==> src/hdl/vector_segment_point_stepper_unit_macros.svh <==
// Assertion macros for the segment point stepper.
// Used by vector_segment_point_stepper_unit; no other dependencies.
`ifndef VECTOR_SEGMENT_POINT_STEPPER_UNIT_MACROS_SVH
`define VECTOR_SEGMENT_POINT_STEPPER_UNIT_MACROS_SVH
`ifndef SYNTH
// condition must hold at every clock outside reset
`define VSPS_ASSERT(lbl, cond) \
    lbl: assert property (@(posedge clk) disable iff (!rst_n) (cond)) \
        else $error("vsps assertion failed");
// antecedent implies consequent in the next cycle
`define VSPS_ASSERT_NEXT(lbl, ante, cons) \
    lbl: assert property (@(posedge clk) disable iff (!rst_n) (ante) |=> (cons)) \
        else $error("vsps assertion failed");
`else
`define VSPS_ASSERT(lbl, cond)
`define VSPS_ASSERT_NEXT(lbl, ante, cons)
`endif
`endif

==> src/hdl/vsps_pkg.sv <==
// Package for the segment point stepper: payload types, sequencer states,
// constants and the screen mapping function. No dependencies.
package vsps_pkg;

    localparam int MAX_POINTS = 64;
    localparam int FRAC_BITS  = 8;
    localparam int CNT_W      = $clog2(MAX_POINTS + 1);
    // width of the shared compare/subtract unit
    localparam int UW         = 21;

    typedef struct packed {
        logic signed [15:0] start_x;
        logic signed [15:0] start_y;
        logic signed [15:0] end_x;
        logic signed [15:0] end_y;
        logic               laser_on;
        logic [10:0]        step_length;
    } seg_t;

    typedef struct packed {
        logic [7:0] screen_x;
        logic [7:0] screen_y;
        logic       beam;
        logic       last;
        logic       truncated;
    } point_t;

    typedef enum logic [3:0] {
        ST_IDLE,
        ST_SQX,
        ST_SQY,
        ST_SUM,
        ST_EMIT,
        ST_SQRT,
        ST_CHK,
        ST_MULX,
        ST_LDX,
        ST_DIVX,
        ST_MULY,
        ST_LDY,
        ST_DIVY
    } state_t;

    // floor(raw / 2^(FRAC_BITS-1)) + 128, clamped to 0..255
    function automatic logic [7:0] screen_map(input logic signed [16:0] raw);
        logic signed [17:0] v;
        v = 18'(raw >>> (FRAC_BITS - 1)) + 18'sd128;
        if (v < 18'sd0)
            return 8'd0;
        else if (v > 18'sd255)
            return 8'd255;
        else
            return v[7:0];
    endfunction

endpackage

==> src/hdl/vsps_sub_unit.sv <==
// Shared restoring step: compares a trial value against the remainder and
// gives the difference. Used by both square root and division. Needs vsps_pkg.
module vsps_sub_unit
    import vsps_pkg::*;
(
    input  logic [UW-1:0] a,
    input  logic [UW-1:0] b,
    output logic          ge,
    output logic [UW-1:0] diff
);

    logic [UW:0] sub;

    // one wide subtract; the borrow gives the compare
    assign sub  = {1'b0, a} - {1'b0, b};
    assign ge   = ~sub[UW];
    assign diff = sub[UW-1:0];

endmodule

==> src/hdl/vector_segment_point_stepper_unit.sv <==
// Top level of the segment point stepper: sequencer, multiplier, output register.
// Depends on vsps_pkg, vsps_sub_unit and vector_segment_point_stepper_unit_macros.svh.
//
// A segment request enters on seg (seg_valid/seg_ready). Points leave on pt
// (pt_valid/pt_ready), one or more per request, start point first, then one
// point per whole step along the segment, then the exact end point; last marks
// the final point and truncated marks a segment cut at MAX_POINTS points.
// seg_ready is high only while the sequencer is idle: one segment at a time.
// Steps with an open receiver: ST_SQX, ST_SQY and ST_SUM form the squared length,
// then ST_EMIT sends the start point; a nonzero length adds the bit-pair square root.
// Each inner point takes a check, two multiplies, two 17-step divisions
// on the shared compare/subtract unit at one bit per cycle, and its emit, and
// the end point a check and an emit. A new segment is taken in the idle state
// only, after the last point of the one before has been loaded.
// Points sit in one output register; a new point is loaded in the cycle the
// old one is taken, so a stalled receiver only holds the sequencer in its
// emit state. Reset clears the sequencer and the output valid; no point is
// pending afterward and the block is ready for a segment at once.
`include "vector_segment_point_stepper_unit_macros.svh"

module vector_segment_point_stepper_unit
    import vsps_pkg::*;
(
    input  logic   clk,
    input  logic   rst_n,
    input  logic   seg_valid,
    output logic   seg_ready,
    input  seg_t   seg,
    output logic   pt_valid,
    input  logic   pt_ready,
    output point_t pt
);

    state_t state_reg, state_next;
    logic signed [15:0] sx_reg, sx_next, sy_reg, sy_next;
    logic signed [15:0] ex_reg, ex_next, ey_reg, ey_next;
    logic        beam_reg, beam_next;
    logic [10:0] step_reg, step_next;
    logic [15:0] mdx_reg, mdx_next, mdy_reg, mdy_next;
    logic        negx_reg, negx_next, negy_reg, negy_next;
    logic [32:0] prod_reg, prod_next;
    logic [33:0] dsq_reg, dsq_next;
    logic [UW-3:0] rem_reg, rem_next;
    logic [16:0] root_reg, root_next;
    logic [16:0] t_reg, t_next;
    logic [16:0] quo_reg, quo_next;
    logic [4:0]  iter_reg, iter_next;
    logic signed [16:0] ptx_reg, ptx_next, pty_reg, pty_next;
    logic        plast_reg, plast_next, ptrunc_reg, ptrunc_next;
    logic [CNT_W-1:0] cnt_reg, cnt_next;
    point_t      out_reg, out_next;
    logic        out_valid_reg, out_valid_next;

    logic [15:0] mul_a;
    logic [16:0] mul_b;
    logic [32:0] mul_p;
    logic [UW-1:0] ua, ub, udiff;
    logic        uge;
    logic signed [16:0] dx_in, dy_in;
    logic [33:0] dsq_sum;
    logic [16:0] quo_new;
    logic signed [17:0] coord;
    logic        slot_free;

    vsps_sub_unit u_sub (
        .a    (ua),
        .b    (ub),
        .ge   (uge),
        .diff (udiff)
    );

    assign seg_ready = (state_reg == ST_IDLE);
    assign pt_valid  = out_valid_reg;
    assign pt        = out_reg;
    assign slot_free = ~out_valid_reg | pt_ready;

    assign dx_in   = 17'(seg.end_x) - 17'(seg.start_x);
    assign dy_in   = 17'(seg.end_y) - 17'(seg.start_y);
    assign mul_p   = mul_a * mul_b;
    assign dsq_sum = dsq_reg + 34'(prod_reg);
    assign quo_new = {quo_reg[15:0], uge};

    // shared multiplier operands
    always_comb
    begin
        mul_a = mdx_reg;
        mul_b = {1'b0, mdx_reg};
        unique case (state_reg)
            ST_SQY:  begin mul_a = mdy_reg; mul_b = {1'b0, mdy_reg}; end
            ST_MULX: begin mul_a = mdx_reg; mul_b = t_reg; end
            ST_MULY: begin mul_a = mdy_reg; mul_b = t_reg; end
            default: ;
        endcase
    end

    // shared compare/subtract operands: square root pair or division bit
    always_comb
    begin
        if (state_reg == ST_SQRT)
        begin
            ua = {rem_reg, dsq_reg[33:32]};
            ub = UW'({root_reg, 2'b01});
        end
        else
        begin
            ua = UW'({rem_reg[16:0], quo_reg[16]});
            ub = UW'(root_reg);
        end
    end

    // signed coordinate from the division result
    always_comb
    begin
        if (state_reg == ST_DIVX)
            coord = negx_reg ? 18'(sx_reg) - 18'(quo_new) : 18'(sx_reg) + 18'(quo_new);
        else
            coord = negy_reg ? 18'(sy_reg) - 18'(quo_new) : 18'(sy_reg) + 18'(quo_new);
    end

    // sequencer
    always_comb
    begin
        state_next     = state_reg;
        sx_next        = sx_reg;
        sy_next        = sy_reg;
        ex_next        = ex_reg;
        ey_next        = ey_reg;
        beam_next      = beam_reg;
        step_next      = step_reg;
        mdx_next       = mdx_reg;
        mdy_next       = mdy_reg;
        negx_next      = negx_reg;
        negy_next      = negy_reg;
        prod_next      = prod_reg;
        dsq_next       = dsq_reg;
        rem_next       = rem_reg;
        root_next      = root_reg;
        t_next         = t_reg;
        quo_next       = quo_reg;
        iter_next      = iter_reg;
        ptx_next       = ptx_reg;
        pty_next       = pty_reg;
        plast_next     = plast_reg;
        ptrunc_next    = ptrunc_reg;
        cnt_next       = cnt_reg;
        out_next       = out_reg;
        out_valid_next = out_valid_reg & ~pt_ready;

        unique case (state_reg)
            ST_IDLE:
            begin
                if (seg_valid)
                begin
                    sx_next   = seg.start_x;
                    sy_next   = seg.start_y;
                    ex_next   = seg.end_x;
                    ey_next   = seg.end_y;
                    beam_next = seg.laser_on;
                    step_next = (seg.step_length == 11'd0) ? 11'd1 : seg.step_length;
                    negx_next = dx_in[16];
                    negy_next = dy_in[16];
                    mdx_next  = dx_in[16] ? 16'(-dx_in) : dx_in[15:0];
                    mdy_next  = dy_in[16] ? 16'(-dy_in) : dy_in[15:0];
                    cnt_next  = '0;
                    state_next = ST_SQX;
                end
            end
            ST_SQX:
            begin
                prod_next  = mul_p;
                state_next = ST_SQY;
            end
            ST_SQY:
            begin
                dsq_next   = 34'(prod_reg);
                prod_next  = mul_p;
                state_next = ST_SUM;
            end
            ST_SUM:
            begin
                dsq_next    = dsq_sum;
                ptx_next    = 17'(sx_reg);
                pty_next    = 17'(sy_reg);
                plast_next  = (dsq_sum == 34'd0);
                ptrunc_next = 1'b0;
                state_next  = ST_EMIT;
            end
            ST_EMIT:
            begin
                if (slot_free)
                begin
                    out_next.screen_x  = screen_map(ptx_reg);
                    out_next.screen_y  = screen_map(pty_reg);
                    out_next.beam      = beam_reg;
                    out_next.last      = plast_reg;
                    out_next.truncated = ptrunc_reg;
                    out_valid_next     = 1'b1;
                    cnt_next           = cnt_reg + 1'b1;
                    if (plast_reg)
                        state_next = ST_IDLE;
                    else if (cnt_reg == '0)
                    begin
                        rem_next   = '0;
                        root_next  = '0;
                        iter_next  = '0;
                        state_next = ST_SQRT;
                    end
                    else
                    begin
                        t_next     = t_reg + 17'(step_reg);
                        state_next = ST_CHK;
                    end
                end
            end
            ST_SQRT:
            begin
                // one result bit per cycle, two radicand bits consumed
                dsq_next = {dsq_reg[31:0], 2'b00};
                if (uge)
                begin
                    rem_next  = udiff[UW-3:0];
                    root_next = {root_reg[15:0], 1'b1};
                end
                else
                begin
                    rem_next  = ua[UW-3:0];
                    root_next = {root_reg[15:0], 1'b0};
                end
                iter_next = iter_reg + 1'b1;
                if (iter_reg == 5'd16)
                begin
                    t_next     = 17'(step_reg);
                    state_next = ST_CHK;
                end
            end
            ST_CHK:
            begin
                if (t_reg < root_reg)
                begin
                    plast_next  = (cnt_reg == CNT_W'(MAX_POINTS - 1));
                    ptrunc_next = (cnt_reg == CNT_W'(MAX_POINTS - 1));
                    state_next  = ST_MULX;
                end
                else
                begin
                    ptx_next    = 17'(ex_reg);
                    pty_next    = 17'(ey_reg);
                    plast_next  = 1'b1;
                    ptrunc_next = 1'b0;
                    state_next  = ST_EMIT;
                end
            end
            ST_MULX, ST_MULY:
            begin
                prod_next  = mul_p;
                state_next = (state_reg == ST_MULX) ? ST_LDX : ST_LDY;
            end
            ST_LDX, ST_LDY:
            begin
                rem_next   = (UW-2)'(prod_reg[32:17]);
                quo_next   = prod_reg[16:0];
                iter_next  = '0;
                state_next = (state_reg == ST_LDX) ? ST_DIVX : ST_DIVY;
            end
            ST_DIVX, ST_DIVY:
            begin
                // restoring division, one quotient bit per cycle
                if (uge)
                    rem_next = udiff[UW-3:0];
                else
                    rem_next = (UW-2)'(ua[16:0]);
                quo_next  = quo_new;
                iter_next = iter_reg + 1'b1;
                if (iter_reg == 5'd16)
                begin
                    if (state_reg == ST_DIVX)
                    begin
                        ptx_next   = coord[16:0];
                        state_next = ST_MULY;
                    end
                    else
                    begin
                        pty_next   = coord[16:0];
                        state_next = ST_EMIT;
                    end
                end
            end
            default: state_next = ST_IDLE;
        endcase
    end

    // control registers
    always_ff @(posedge clk or negedge rst_n)
    begin
        if (!rst_n)
        begin
            state_reg     <= ST_IDLE;
            out_valid_reg <= 1'b0;
            cnt_reg       <= '0;
        end
        else
        begin
            state_reg     <= state_next;
            out_valid_reg <= out_valid_next;
            cnt_reg       <= cnt_next;
        end
    end

    // datapath registers
    always_ff @(posedge clk)
    begin
        sx_reg     <= sx_next;
        sy_reg     <= sy_next;
        ex_reg     <= ex_next;
        ey_reg     <= ey_next;
        beam_reg   <= beam_next;
        step_reg   <= step_next;
        mdx_reg    <= mdx_next;
        mdy_reg    <= mdy_next;
        negx_reg   <= negx_next;
        negy_reg   <= negy_next;
        prod_reg   <= prod_next;
        dsq_reg    <= dsq_next;
        rem_reg    <= rem_next;
        root_reg   <= root_next;
        t_reg      <= t_next;
        quo_reg    <= quo_next;
        iter_reg   <= iter_next;
        ptx_reg    <= ptx_next;
        pty_reg    <= pty_next;
        plast_reg  <= plast_next;
        ptrunc_reg <= ptrunc_next;
        out_reg    <= out_next;
    end

    // checks
    `VSPS_ASSERT(a_cnt_cap, cnt_reg <= CNT_W'(MAX_POINTS))
    `VSPS_ASSERT(a_trunc_last, !out_valid_reg || !out_reg.truncated || out_reg.last)
    `VSPS_ASSERT_NEXT(a_accept_clears, seg_valid && seg_ready, cnt_reg == '0 && state_reg == ST_SQX)
    `VSPS_ASSERT_NEXT(a_emit_loads, state_reg == ST_EMIT && slot_free, out_valid_reg)

endmodule

==> config.mk <==
export PLATFORM = sky130hd
export DESIGN_NAME = vector_segment_point_stepper_unit
export DESIGN_NICKNAME = d
export VERILOG_FILES = /design/src/hdl/vsps_pkg.sv /design/src/hdl/vsps_sub_unit.sv /design/src/hdl/vector_segment_point_stepper_unit.sv
export VERILOG_INCLUDE_DIRS = /design/src /design/src/hdl
export SDC_FILE = /design/constraint.sdc
export NUM_CORES = 1
export LEC_CHECK = 0
export BUFFER_PORTS_ARGS = -buffer_cell sky130_fd_sc_hd__buf_2
export CAP_MARGIN = 20
export CORE_ASPECT_RATIO = 1.1
export CORE_UTILIZATION = 50
export DETAILED_ROUTE_END_ITERATION = 8
export GPL_ROUTABILITY_DRIVEN = 0
export PLACE_DENSITY = 0.73
export SYNTH_ARGS = -nofsm -noshare
export SYNTH_HDL_FRONTEND = slang
export SYNTH_SLANG_ARGS = --single-unit
==> constraint.sdc <==
create_clock -name clk -period 12.6 [get_ports clk]
set_clock_uncertainty 0.15 [all_clocks]
set_input_delay 1.89 -clock clk [delete_from_list [all_inputs] [get_ports clk]]
set_output_delay 1.89 -clock clk [all_outputs]
set_load 0.1 [all_outputs]
; After elaboration in Yosys (flattened, before gate mapping)
; Index checks and enable logic that the tools add are counted.
[totals]
register_bits = 319
input_bits = 80
[op_classes]
add_sub_neg = 15
mul = 1
magnitude_cmp = 5
n_eq_ne = 24
mux = 61
bitwise_logic = 5
n_reduce_logical = 28
[ops]
columns = op, count
row1 = $mux W17, 16
row2 = $pmux W17 S2, 4
row3 = $mux W19, 6
row4 = $pmux W17 S3, 2
row5 = $pmux W34 S3, 1
row6 = $pmux W19 S4, 1
row7 = $mux W16, 3
row8 = $pmux W4 S10, 1
row9 = $add A17 B17 Y17, 2
row10 = $add A34 B33 Y34, 1
row11 = $logic_not A34 Y1, 1
row12 = $sub A16 B16 Y17, 2
row13 = $sub A17 B17 Y17, 2
row14 = $mul A16 B17 Y33, 1
row15 = $neg A16 Y16, 2
row16 = $reduce_and A4 Y1, 6
row17 = $add A10 B9 Y11 const B, 2
row18 = $gt A11 B9 Y1 const B, 2
row19 = $lt A11 B1 Y1 const B, 2
row20 = $sub A21 B19 Y22, 1
row21 = $mux W21, 1
row22 = $eq A4 B4 Y1 const B, 5
row23 = $mux W4, 5
row24 = $ne A2 B2 Y1 const B, 9
row25 = other kinds (34), 61

; Depth between registers and ports, before layout
; Gate-level depths: netlist (run 1).
[logic_depth]
depth_word = 10
depth_mapped = 34
mapped_depth_nobuf = 31

; Modules after synthesis
; A second synthesis (run 1) with hierarchy kept.
[unflattened]
cells_unflattened = 3086
hier_area_um2 = 28549.9
[modules_own_cells]
columns = mod, instances, cells_per_inst, area_each_um2
row1 = vector_segment_point_stepper_unit, 1, 2911, 27370.0
row2 = vsps_sub_unit, 1, 175, 1179.9

; Worst setup path after synthesis (run 1)
; OpenSTA, ideal clock, no wires.
[synth_timing]
kind = register to register
from = register state_reg[3]
to = register prod_reg[29], data pin
setup_time_ns = 0.260
t_arrival_ns = 7.868
t_required_ns = 12.190
setup_slack_ns = 4.322
stages_incl_launch_ff = 31
path_buffers = 3
cell_sequence = dfrtp_1 -> clkbuf_1 -> nor2b_1 -> and2_1 -> a21oi_1 -> nor2b_1 -> clkbuf_1 -> clkbuf_1 -> nor2_1 -> a221oi_1 -> nor2_1 -> fa_1 -> inv_1 -> fa_1 -> fa_1 -> fa_1 -> inv_1 -> fa_1 -> inv_1 -> fa_1 -> inv_1 -> ha_1 -> nor4_1 -> o211ai_1 -> a31oi_1 -> a31oi_1 -> a41o_1 -> o41ai_1 -> o311ai_0 -> a21oi_1 -> xnor2_1
[synth_between]
elab_chain_cells = 4
elab_cells_between_ends = 8
[synth_rtl]
columns = item, line_no
row1 = "start, declared", vector_segment_point_stepper_unit.sv:34  ; state_t state_reg, state_next;
row2 = "start signal, assigned", vector_segment_point_stepper_unit.sv:303  ; state_reg <= state_next;
row3 = "$eq A4 B3 Y1, or another cell as far along", vector_segment_point_stepper_unit.sv:88  ; unique case (state_reg)
row4 = $reduce_or A2 Y1 (no source line), --
row5 = $pmux W17 S2 / $mux W16 (equally long branches), vector_segment_point_stepper_unit.sv:88
row6 = $mul A16 B17 Y33 *, vector_segment_point_stepper_unit.sv:79  ; assign mul_p = mul_a * mul_b;
row7 = via mul_p[29], vector_segment_point_stepper_unit.sv:56  ; logic [32:0] mul_p;
row8 = "end signal, assigned", vector_segment_point_stepper_unit.sv:322  ; prod_reg <= prod_next;
row9 = "end, declared", vector_segment_point_stepper_unit.sv:41  ; logic [32:0] prod_reg, prod_next;
; The timed path passes the listed nets; every way through them passes the cells marked *.
; A chain may end at the register's enable or synchronous reset.

; Final worst setup path (run 1)
; Same ends and word-level chain as after synthesis.

==> qor.yml, run 1 <==
route.detailed.drc: 0
drt-initial-drc-count: 2338
clkLatencyLatePin_ns: 0.56
cpPeakStageDelay_ns: 0.78
rows: 92
grt_max_degree: 74
io_pins: 101
syn_nets: 3744
clock_path_buffers: 3
synthFlopType: "edfxtp_1"
critical_path_class: "reg -> reg"
worst_pin_slew_ns: 1.08
hpwlAfterDp_um: 65000
ys_warn_count: 0
yosys.area_share.simple: 0.173
numCtsBuffers: 35
via_count: 23800
fin_crit_ns: 9.79
worst-r2r-setup-slack_ns: 2.81
setup_tns_ns: 0
drive_gt1_frac: 0.0707
synth_compound_area_frac: 0.145
antenna_found_initial: 3
largest_reg_flops: 34
start_util: 0.506
drv_cap: 0
syn_inst: 3194
synth-xor-area-share: 0.0517
postRouteAntennaNets: 0
synth-edff-count: 279
dieArea_mm2: 0.0588
grt_use_total: 0.279
avgSynthCellArea_um2: 9.06
htree_levels: 2
critPathTopFamily: "adder cells"
cts_hold_buf: 0
cp_slowest_cell: "o21ai_1"
grt_pass1_wl_um: 127000
cts_tree: "yes"
hold_violations: 0
yosys_register_bits: 291
synth_top_family_by_area: "adder cells"
crit_arrival_ns: 9.92
coreArea_mm2: 0.0572
overflow: 0
max_slew_margin: 0.274
async_reset_ff_frac: 0.0412
io_buffers: 100
clkTransAtPathRegs_ns: 0.06
cts_root_buffer: "clkbuf_16"
startpoint_type: "register"
post-route-period-util: 0.777
drt-vias-per-instance: 5.89
routed_wl_um: 81100
fmax_ghz: 0.102
wire_per_inst_um: 20.1
setup_viol: 0
yosys.cell_types.count: 81
status: "complete, no violations"
ys_seq_area_frac: 0.300
fp.dieH_um: 254
crit_fanout: 20
muxShareOfSynthArea: 0.00865
grt_pass1_vias: 23300
dr.pass1.iters: 6
post_cts_buffers: 0
crit_buf_inv: 4
path_common_cell: "fa_1"
syn_area_mm2: 0.0289
synthAdderAreaFrac: 0.259
crit_path_end_kind: "register"
layout-area-overhead-vs-synth_pct: 8.66
hp-class: "reg -> reg"
cts_sinks: 291
finalNetCount: 3806
rsz0062_at_grt: "no"
cts_resized: 0
fin_util: 0.550
drv_slew: 0
die_w_um: 231
required_ns: 12.73
-- cell usage after synthesis, types with 33 or more instances --
cell type    n  area [um^2]
nor2_1     354         1330
xor2_1      47          412
o21ai_0    132          661
xnor2_1    122         1070
a21o_1      42          315
clkbuf_1   100          375
nand2_1    425         1600
ha_1       257         3220
a22oi_1     37          278
nand3_1     65          325
edfxtp_1   279         8380
nor3_1      58          290
fa_1       213         4260
a21oi_1    147          736
nand2b_1    33          206
inv_1      376         1410
o21a_1      36          270
-- cell type report --
| cell class | count | area (um^2) |
|---|---|---|
| diodes | 1 | 2.50 |
| clock buffers | 43 | 916 |
| multi-input cells | 2415 | 18500 |
| flip-flops and latches | 291 | 8680 |
| repair buffers | 136 | 786 |
| well taps | 752 | 941 |
| fillers | 5122 | 25800 |
| inverters | 377 | 1420 |
| clock inverters | 20 | 248 |
-- worst register-to-register path, delay by kind of cell, from the launching register on --
kind | cells | cell delay, ns
simple gates | 6 | 1.84
flops | 1 | 0.70
buf+inv | 4 | 0.20
compound gates | 9 | 3.26
xor+xnor | 1 | 0.08
fa+ha+maj | 7 | 3.29
-- through the flow --
| stage | hold WS [ns] | area [um^2] | setup WS, ns | instances |
|---|---|---|---|---|
| finish | 0.272 | 31400 | 2.81 | 4035 |
| global placement | 0.251 | 30200 | 3.23 | 3969 |
| floorplan | 0.250 | 28900 | 4.32 | 3194 |
| global route | 0.272 | 31400 | 2.23 | 4035 |
| detailed placement | 0.255 | 30200 | 3.03 | 3969 |
| CTS | 0.269 | 31400 | 2.97 | 4032 |
-- worst paths after layout --
check / start / to / depth (start not counted)
setup / recovery: state_reg[3]$_DFFE_PN0P_ / prod_reg[29]$_DFFE_PP_ / 27
hold / removal: ptrunc_reg$_DFFE_PP_ / pt[0]$_DFFE_PP_ / 0
setup reg to reg: state_reg[3]$_DFFE_PN0P_ / prod_reg[29]$_DFFE_PP_ / 27
hold reg to reg: ptrunc_reg$_DFFE_PP_ / pt[0]$_DFFE_PP_ / 0
max in group asynchronous: rst_n / state_reg[2]$_DFFE_PN0P_ / 1
min in group asynchronous: rst_n / pt_valid$_DFF_PN0_ / 1
-- layer usage --
layer | vias to the layer above | share of wire | GRT usage
li1 | 11200 | - | -
met1 | 11400 | 0.42 | 0.378
met2 | 967 | 0.45 | 0.449
met3 | 221 | 0.079 | 0.0388
met4 | 2 | 0.045 | 0.118
met5 | - | 0.00016 | 0
-- cell families after synthesis --
family	count (synthesis)
compound gates	628
xor+xnor	170
fa+ha+maj	470
buf+inv	488
flops	291
mux	25
simple gates	1122
-- cell usage in the layout (no fill, tap or decap), types with 18 or more instances in the layout --
cell type	n
nand3_1	65
nand2_1	424
edfxtp_1	279
a21oi_1	146
or3_1	25
buf_2	100
buf_4	34
o21ai_0	132
a22oi_1	37
nor3_1	56
a31oi_1	20
a21o_1	42
mux2i_1	25
inv_1	376
o21a_1	36
fa_1	213
nor2_1	351
xor2_1	47
nand4_1	29
xnor2_1	122
nand2b_1	33
a211oi_1	25
and2_1	25
o21bai_1	18
nor2b_1	19
or2_2	18
clkbuf_16	35
ha_1	257
Power of run 1 is not shown: default switching activity piles up to over one toggle a cycle in this logic, so the estimate is an artifact.
==> run 2: changes to the inputs <==
==> constraint.sdc (replaced) <==
create_clock -name clk -period 9.6 [get_ports clk]
set_clock_uncertainty 0.15 [all_clocks]
set_input_delay 1.44 -clock clk [delete_from_list [all_inputs] [get_ports clk]]
set_output_delay 1.44 -clock clk [all_outputs]
set_load 0.1 [all_outputs]
==> run 2 against run 1 <==
Compared with the run above:
- non-clock buffer count is 11 higher
- via count down 0.26%
- first-iteration DRC count decreased by 4.4%
- routed wire length is 0.46% higher
- global-route usage is 0.10 points higher
- flip-flop and latch count stayed put
- cell count rose by 0.25%
- hold slack about the same
- setup slack got worse by 2.2 ns
- count of clock-buffer cells in the layout down 4
- register-to-register slack got worse by 2.2 ns
==> qor.yml, run 2 (same netlist as run 1, synthesis figures left out) <==
status: "complete, no violations"
crit_arrival_ns: 9.10  # -0.82 ns
start_util: 0.506  # unchanged
cts_sinks: 291  # unchanged
finalNetCount: 3817  # +0.29%
seq_area_mm2: 0.00868  # unchanged
io_buffers: 100  # unchanged
required_ns: 9.74  # -2.99 ns
setup_viol: 0  # unchanged
coreArea_mm2: 0.0572  # unchanged
holdWs_ns: 0.272  # -0.000203 ns
clkLatencyLatePin_ns: 0.55  # about the same
cts_tree: "yes"
worstRegToRegCells: 27  # unchanged
grt_use_total: 0.280  # +0.00102
rsz0062_at_grt: "no"
numCtsBuffers: 35  # unchanged
fp.dieH_um: 254  # unchanged
drive_gt1_frac: 0.0768  # +0.00614
path_common_cell: "fa_1"
overflow: 0  # unchanged
wire_per_inst_um: 20.1  # +0.21%
layout_common_cells: "nand2_1 (424), inv_1 (376), nor2_1 (351), edfxtp_1 (279), ha_1 (257)"
startpoint_type: "register"
routed_wl_um: 81400  # +0.46%
final_common_cell: "nand2_1"
clock_path_buffers: 3  # unchanged
cpPeakStageDelay_ns: 0.80  # +0.02 ns
dieArea_mm2: 0.0588  # unchanged
max_slew_margin: 0.277  # +0.00357
fin_crit_ns: 8.96  # -0.835 ns
crit_fanout: 19  # -5.0%
htree_levels: 2  # unchanged
fill_cells: 5060  # -1.2%
post-route-period-util: 0.933  # +0.156
clkTransAtPathRegs_ns: 0.06  # about the same
cts_root_buffer: "clkbuf_16"
worst-r2r-setup-slack_ns: 0.64  # -2.17 ns
drv_cap: 0  # unchanged
endpoint: "prod_reg[27]$_DFFE_PP_"
crit_start: "state_reg[2]$_DFFE_PN0P_"
final_cell_count_no_fill: 4045  # +0.25%
rows: 92  # unchanged
cp_slowest_cell: "o221ai_1"
via_count: 23700  # -0.26%
setup_tns_ns: 0  # unchanged
post_cts_buffers: 0  # unchanged
antenna_found_initial: 2  # -1
grt_pass1_vias: 23000  # -0.92%
layout-area-overhead-vs-synth_pct: 8.67  # about the same
crit_path_end_kind: "register"
reg2reg_to: "prod_reg[27]$_DFFE_PP_"
critical_path_class: "reg -> reg"
hp-class: "reg -> reg"
postRouteAntennaNets: 0  # unchanged
fmax_ghz: 0.112  # +9.3%
multi_input_area_mm2: 0.0185  # about the same
cts_hold_buf: 0  # unchanged
hold_violations: 0  # unchanged
grt_max_degree: 74  # unchanged
route.detailed.drc: 0  # unchanged
num_antenna_cells: 0  # -1
dr.pass1.iters: 6  # unchanged
hpwlAfterDp_um: 65100  # +0.21%
dp.cells: 3982  # +0.33%
worst_pin_slew_ns: 1.08  # +0.00301 ns
largest_reg_flops: 34  # unchanged
reg2reg_from: "state_reg[2]$_DFFE_PN0P_"
drt-initial-drc-count: 2234  # -4.4%
die_w_um: 231  # unchanged
io_pins: 101  # unchanged
grt_pass1_wl_um: 128000  # +0.16%
drv_slew: 0  # unchanged
drt-vias-per-instance: 5.86  # -0.51%
-- run 2: cell types whose count changed in the layout (fill, tap and decap cells not counted), sizes merged --
cell	delta
clkinv	+4
clkbuf	-4
buf	+11
diode	-1
inv	-2
bufinv	-3
clkinvlp	+5
-- run 2: repair_timing --
action	4_1_cts	5_1_grt
setup endpoints to repair	0	5
endpoints found under the hold margin	0	0
resized for setup	0	3
-- run 2: per-layer routing --
metal / up-vias / share of wire / GRT usage / routed length (um)
met3: 197 / 0.085 / 0.0604 / 6890
met5: - / 0 / 0 / 0
met2: 901 / 0.45 / 0.448 / 36800
li1: 11200 / - / - / -
met4: 0 / 0.045 / 0.125 / 3630
met1: 11500 / 0.42 / 0.365 / 34100
-- run 2: worst max-delay path: cells and delay by family, from the launching register on --
| family | cells | cell delay [ns] |
|---|---|---|
| AOI/OAI and AO/OA | 9 | 2.88 |
| xor gates and xnor gates | 1 | 0.08 |
| adders and majority gates | 7 | 3.28 |
| buffers and inverters | 5 | 0.40 |
| DFF | 1 | 0.32 |
| and+or+nand+nor | 5 | 1.58 |
-- run 2: worst min-delay path by stage --
stage                          from         endpoint  slack [ns]  cells after the start
5_1_grt          beam_reg$_DFFE_PP_  pt[2]$_DFFE_PP_        0.27                      0
6_report         beam_reg$_DFFE_PP_  pt[2]$_DFFE_PP_        0.27                      0
4_1_cts          beam_reg$_DFFE_PP_  pt[2]$_DFFE_PP_        0.27                      0
3_5_place_dp     beam_reg$_DFFE_PP_  pt[2]$_DFFE_PP_        0.26                      0
3_3_place_gp     beam_reg$_DFFE_PP_  pt[2]$_DFFE_PP_        0.25                      0
2_1_floorplan  ptrunc_reg$_DFFE_PP_  pt[0]$_DFFE_PP_        0.25                      0
-- run 2: layout make-up --
type                            count  share of cell area
Multi-Input combinational cell   2415               0.587
Sequential cell                   291               0.276
Inverter                          377              0.0450
Tap cell                          752              0.0299
Clock buffer                       39              0.0287
Timing Repair Buffer              147              0.0271
Clock inverter                     24             0.00593
-- run 2: per-stage QoR --
step | instance area (um^2) | utilization | setup WS [ns]
2_1_floorplan | 28900 | - | 1.32
3_3_place_gp | 30300 | 0.530 | 0.701
3_5_place_dp | 30300 | 0.530 | 0.441
4_1_cts | 31400 | 0.549 | 0.403
5_1_grt | 31400 | 0.550 | 0.112
6_report | 31400 | 0.550 | 0.640
Power of run 2 is left out for the same reason.
==> run 3: changes to the inputs <==
--- a/config.mk
+++ b/config.mk
@@ -13,6 +13,7 @@
 export DETAILED_ROUTE_END_ITERATION = 8
 export GPL_ROUTABILITY_DRIVEN = 0
 export PLACE_DENSITY = 0.73
+export REMOVE_ABC_BUFFERS = 1
 export SYNTH_ARGS = -nofsm -noshare
 export SYNTH_HDL_FRONTEND = slang
 export SYNTH_SLANG_ARGS = --single-unit
==> run 3 against run 2 <==
Compared with the run above:
- count of clock-buffer cells in the layout rose by 4
- sequential share of layout area is 0.14 points lower
- cell area grew 0.49%
- routed wire length grew 2.3%
- largest cell class unchanged
- via count is 1.3% higher
- non-clock buffer count down 1
==> qor.yml, run 3 (same netlist as run 1, synthesis figures left out) <==
cp_slowest_cell: "o21ai_0"
coreArea_mm2: 0.0572  # unchanged
reg2reg_from: "state_reg[2]$_DFFE_PN0P_"
layout-area-overhead-vs-synth_pct: 9.21
post-route-period-util: 0.943  # +0.0101
dr.pass1.iters: 8  # +2
grt_use_total: 0.288  # +0.00726
htree_levels: 2  # unchanged
path_common_cell: "fa_1"
drv_cap: 0  # unchanged
clkLatencyLatePin_ns: 0.56  # about the same
status: "complete, no violations"
setup_viol: 0  # unchanged
via_count: 24000  # +1.3%
drt-initial-drc-count: 2328  # +4.2%
clock_path_buffers: 3  # unchanged
crit_arrival_ns: 9.16  # +0.06 ns
route.detailed.drc: 0  # unchanged
crit_fanout: 17  # -2
crit_path_end_kind: "register"
drv_slew: 0  # unchanged
grt_max_degree: 85  # +15%
hpwlAfterDp_um: 66900  # +2.7%
cpPeakStageDelay_ns: 0.74  # -0.06 ns
startpoint_type: "register"
start_util: 0.506  # unchanged
die_w_um: 231  # unchanged
required_ns: 9.70  # -0.04 ns
worst_pin_slew_ns: 1.13  # +0.0502 ns
critical_path_class: "reg -> reg"
hp-class: "reg -> reg"
drive_gt1_frac: 0.0756  # -0.00126
worst-r2r-setup-slack_ns: 0.54  # -0.10 ns
fp.dieH_um: 254  # unchanged
crit_start: "state_reg[2]$_DFFE_PN0P_"
clkTransAtPathRegs_ns: 0.06  # about the same
hold_violations: 0  # unchanged
dieArea_mm2: 0.0588  # unchanged
finalNetCount: 3817  # unchanged
largest_reg_flops: 34  # unchanged
fmax_ghz: 0.110  # -1.1%
final_common_cell: "nand2_1"
layout_common_cells: "nand2_1 (424), inv_1 (376), nor2_1 (351), edfxtp_1 (279), ha_1 (257)"
cts_sinks: 291  # unchanged
postRouteAntennaNets: 0  # unchanged
drt-vias-per-instance: 5.94  # +1.2%
grt_pass1_vias: 23200  # +0.89%
overflow: 0  # unchanged
setup_tns_ns: 0  # unchanged
io_pins: 101  # unchanged
grt_pass1_wl_um: 130000  # +2.2%
post_cts_buffers: 0  # unchanged
rsz0062_at_grt: "no"
min_from: "ptrunc_reg$_DFFE_PP_"
max_slew_margin: 0.238  # -0.0394
cts_hold_buf: 0  # unchanged
io_buffers: 100  # unchanged
fin_crit_ns: 9.06  # +0.0965 ns
numCtsBuffers: 36  # +2.9%
cts_root_buffer: "clkbuf_16"
rows: 92  # unchanged
cts_tree: "yes"
cts_resized: 0  # unchanged
routed_wl_um: 83300  # +2.3%
antenna_found_initial: 0  # -2
wire_per_inst_um: 20.6  # +2.2%
[run 3: cell types whose count changed in the layout (fill, tap and decap cells not counted), sizes merged]
cell / change
buf: -1
bufinv: +4
clkbuf: +4
clkinv: -7
diode: +1
inv: +2
[run 3: worst paths after layout]
path / end / cells after the start
min in group asynchronous: state_reg[0]$_DFFE_PN0P_ / 1
min: pt[0]$_DFFE_PP_ / 0
min reg2reg: pt[0]$_DFFE_PP_ / 0
max reg2reg: prod_reg[30]$_DFFE_PP_ / 26
max: prod_reg[30]$_DFFE_PP_ / 26
max in group asynchronous: cnt_reg[5]$_DFFE_PN0P_ / 1
[run 3: worst max-delay path, delay by kind of cell (launching register included)]
kind / cells / cell delay [ns]
adders and majority gates: 7 / 3.35
AOI/OAI and AO/OA: 10 / 2.99
and+or+nand+nor: 5 / 1.66
DFF: 1 / 0.38
buffers and inverters: 4 / 0.20
[run 3: final cells by class]
type                       instances  area [um^2]
inverter                         377         1420
clock buffer                      43          948
antenna                            1         2.50
fill                            5122        25600
sequential                       291         8680
multi-input combinational       2415        18500
timing repair buffer             146          870
tap                              752          941
clock inverter                    23          284
[run 3: routing by layer]
layer	global-route usage	share of wire
met3	0.0522	0.093
met1	0.385	0.41
met4	0.128	0.048
met5	0	0
met2	0.455	0.44
[run 3: per-stage QoR]
step	cell area, um^2	util	cells	hold WS [ns]	worst slack, ns
3_5_place_dp	30300	0.530	3979	0.268	0.807
6_report	31600	0.552	4048	0.284	0.544
2_1_floorplan	28500	-	3083	0.250	1.16
4_1_cts	31600	0.552	4045	0.281	0.723
3_3_place_gp	30300	0.530	3978	0.253	1.10
5_1_grt	31600	0.552	4047	0.292	0.0968
Power of run 3 is left out for the same reason.
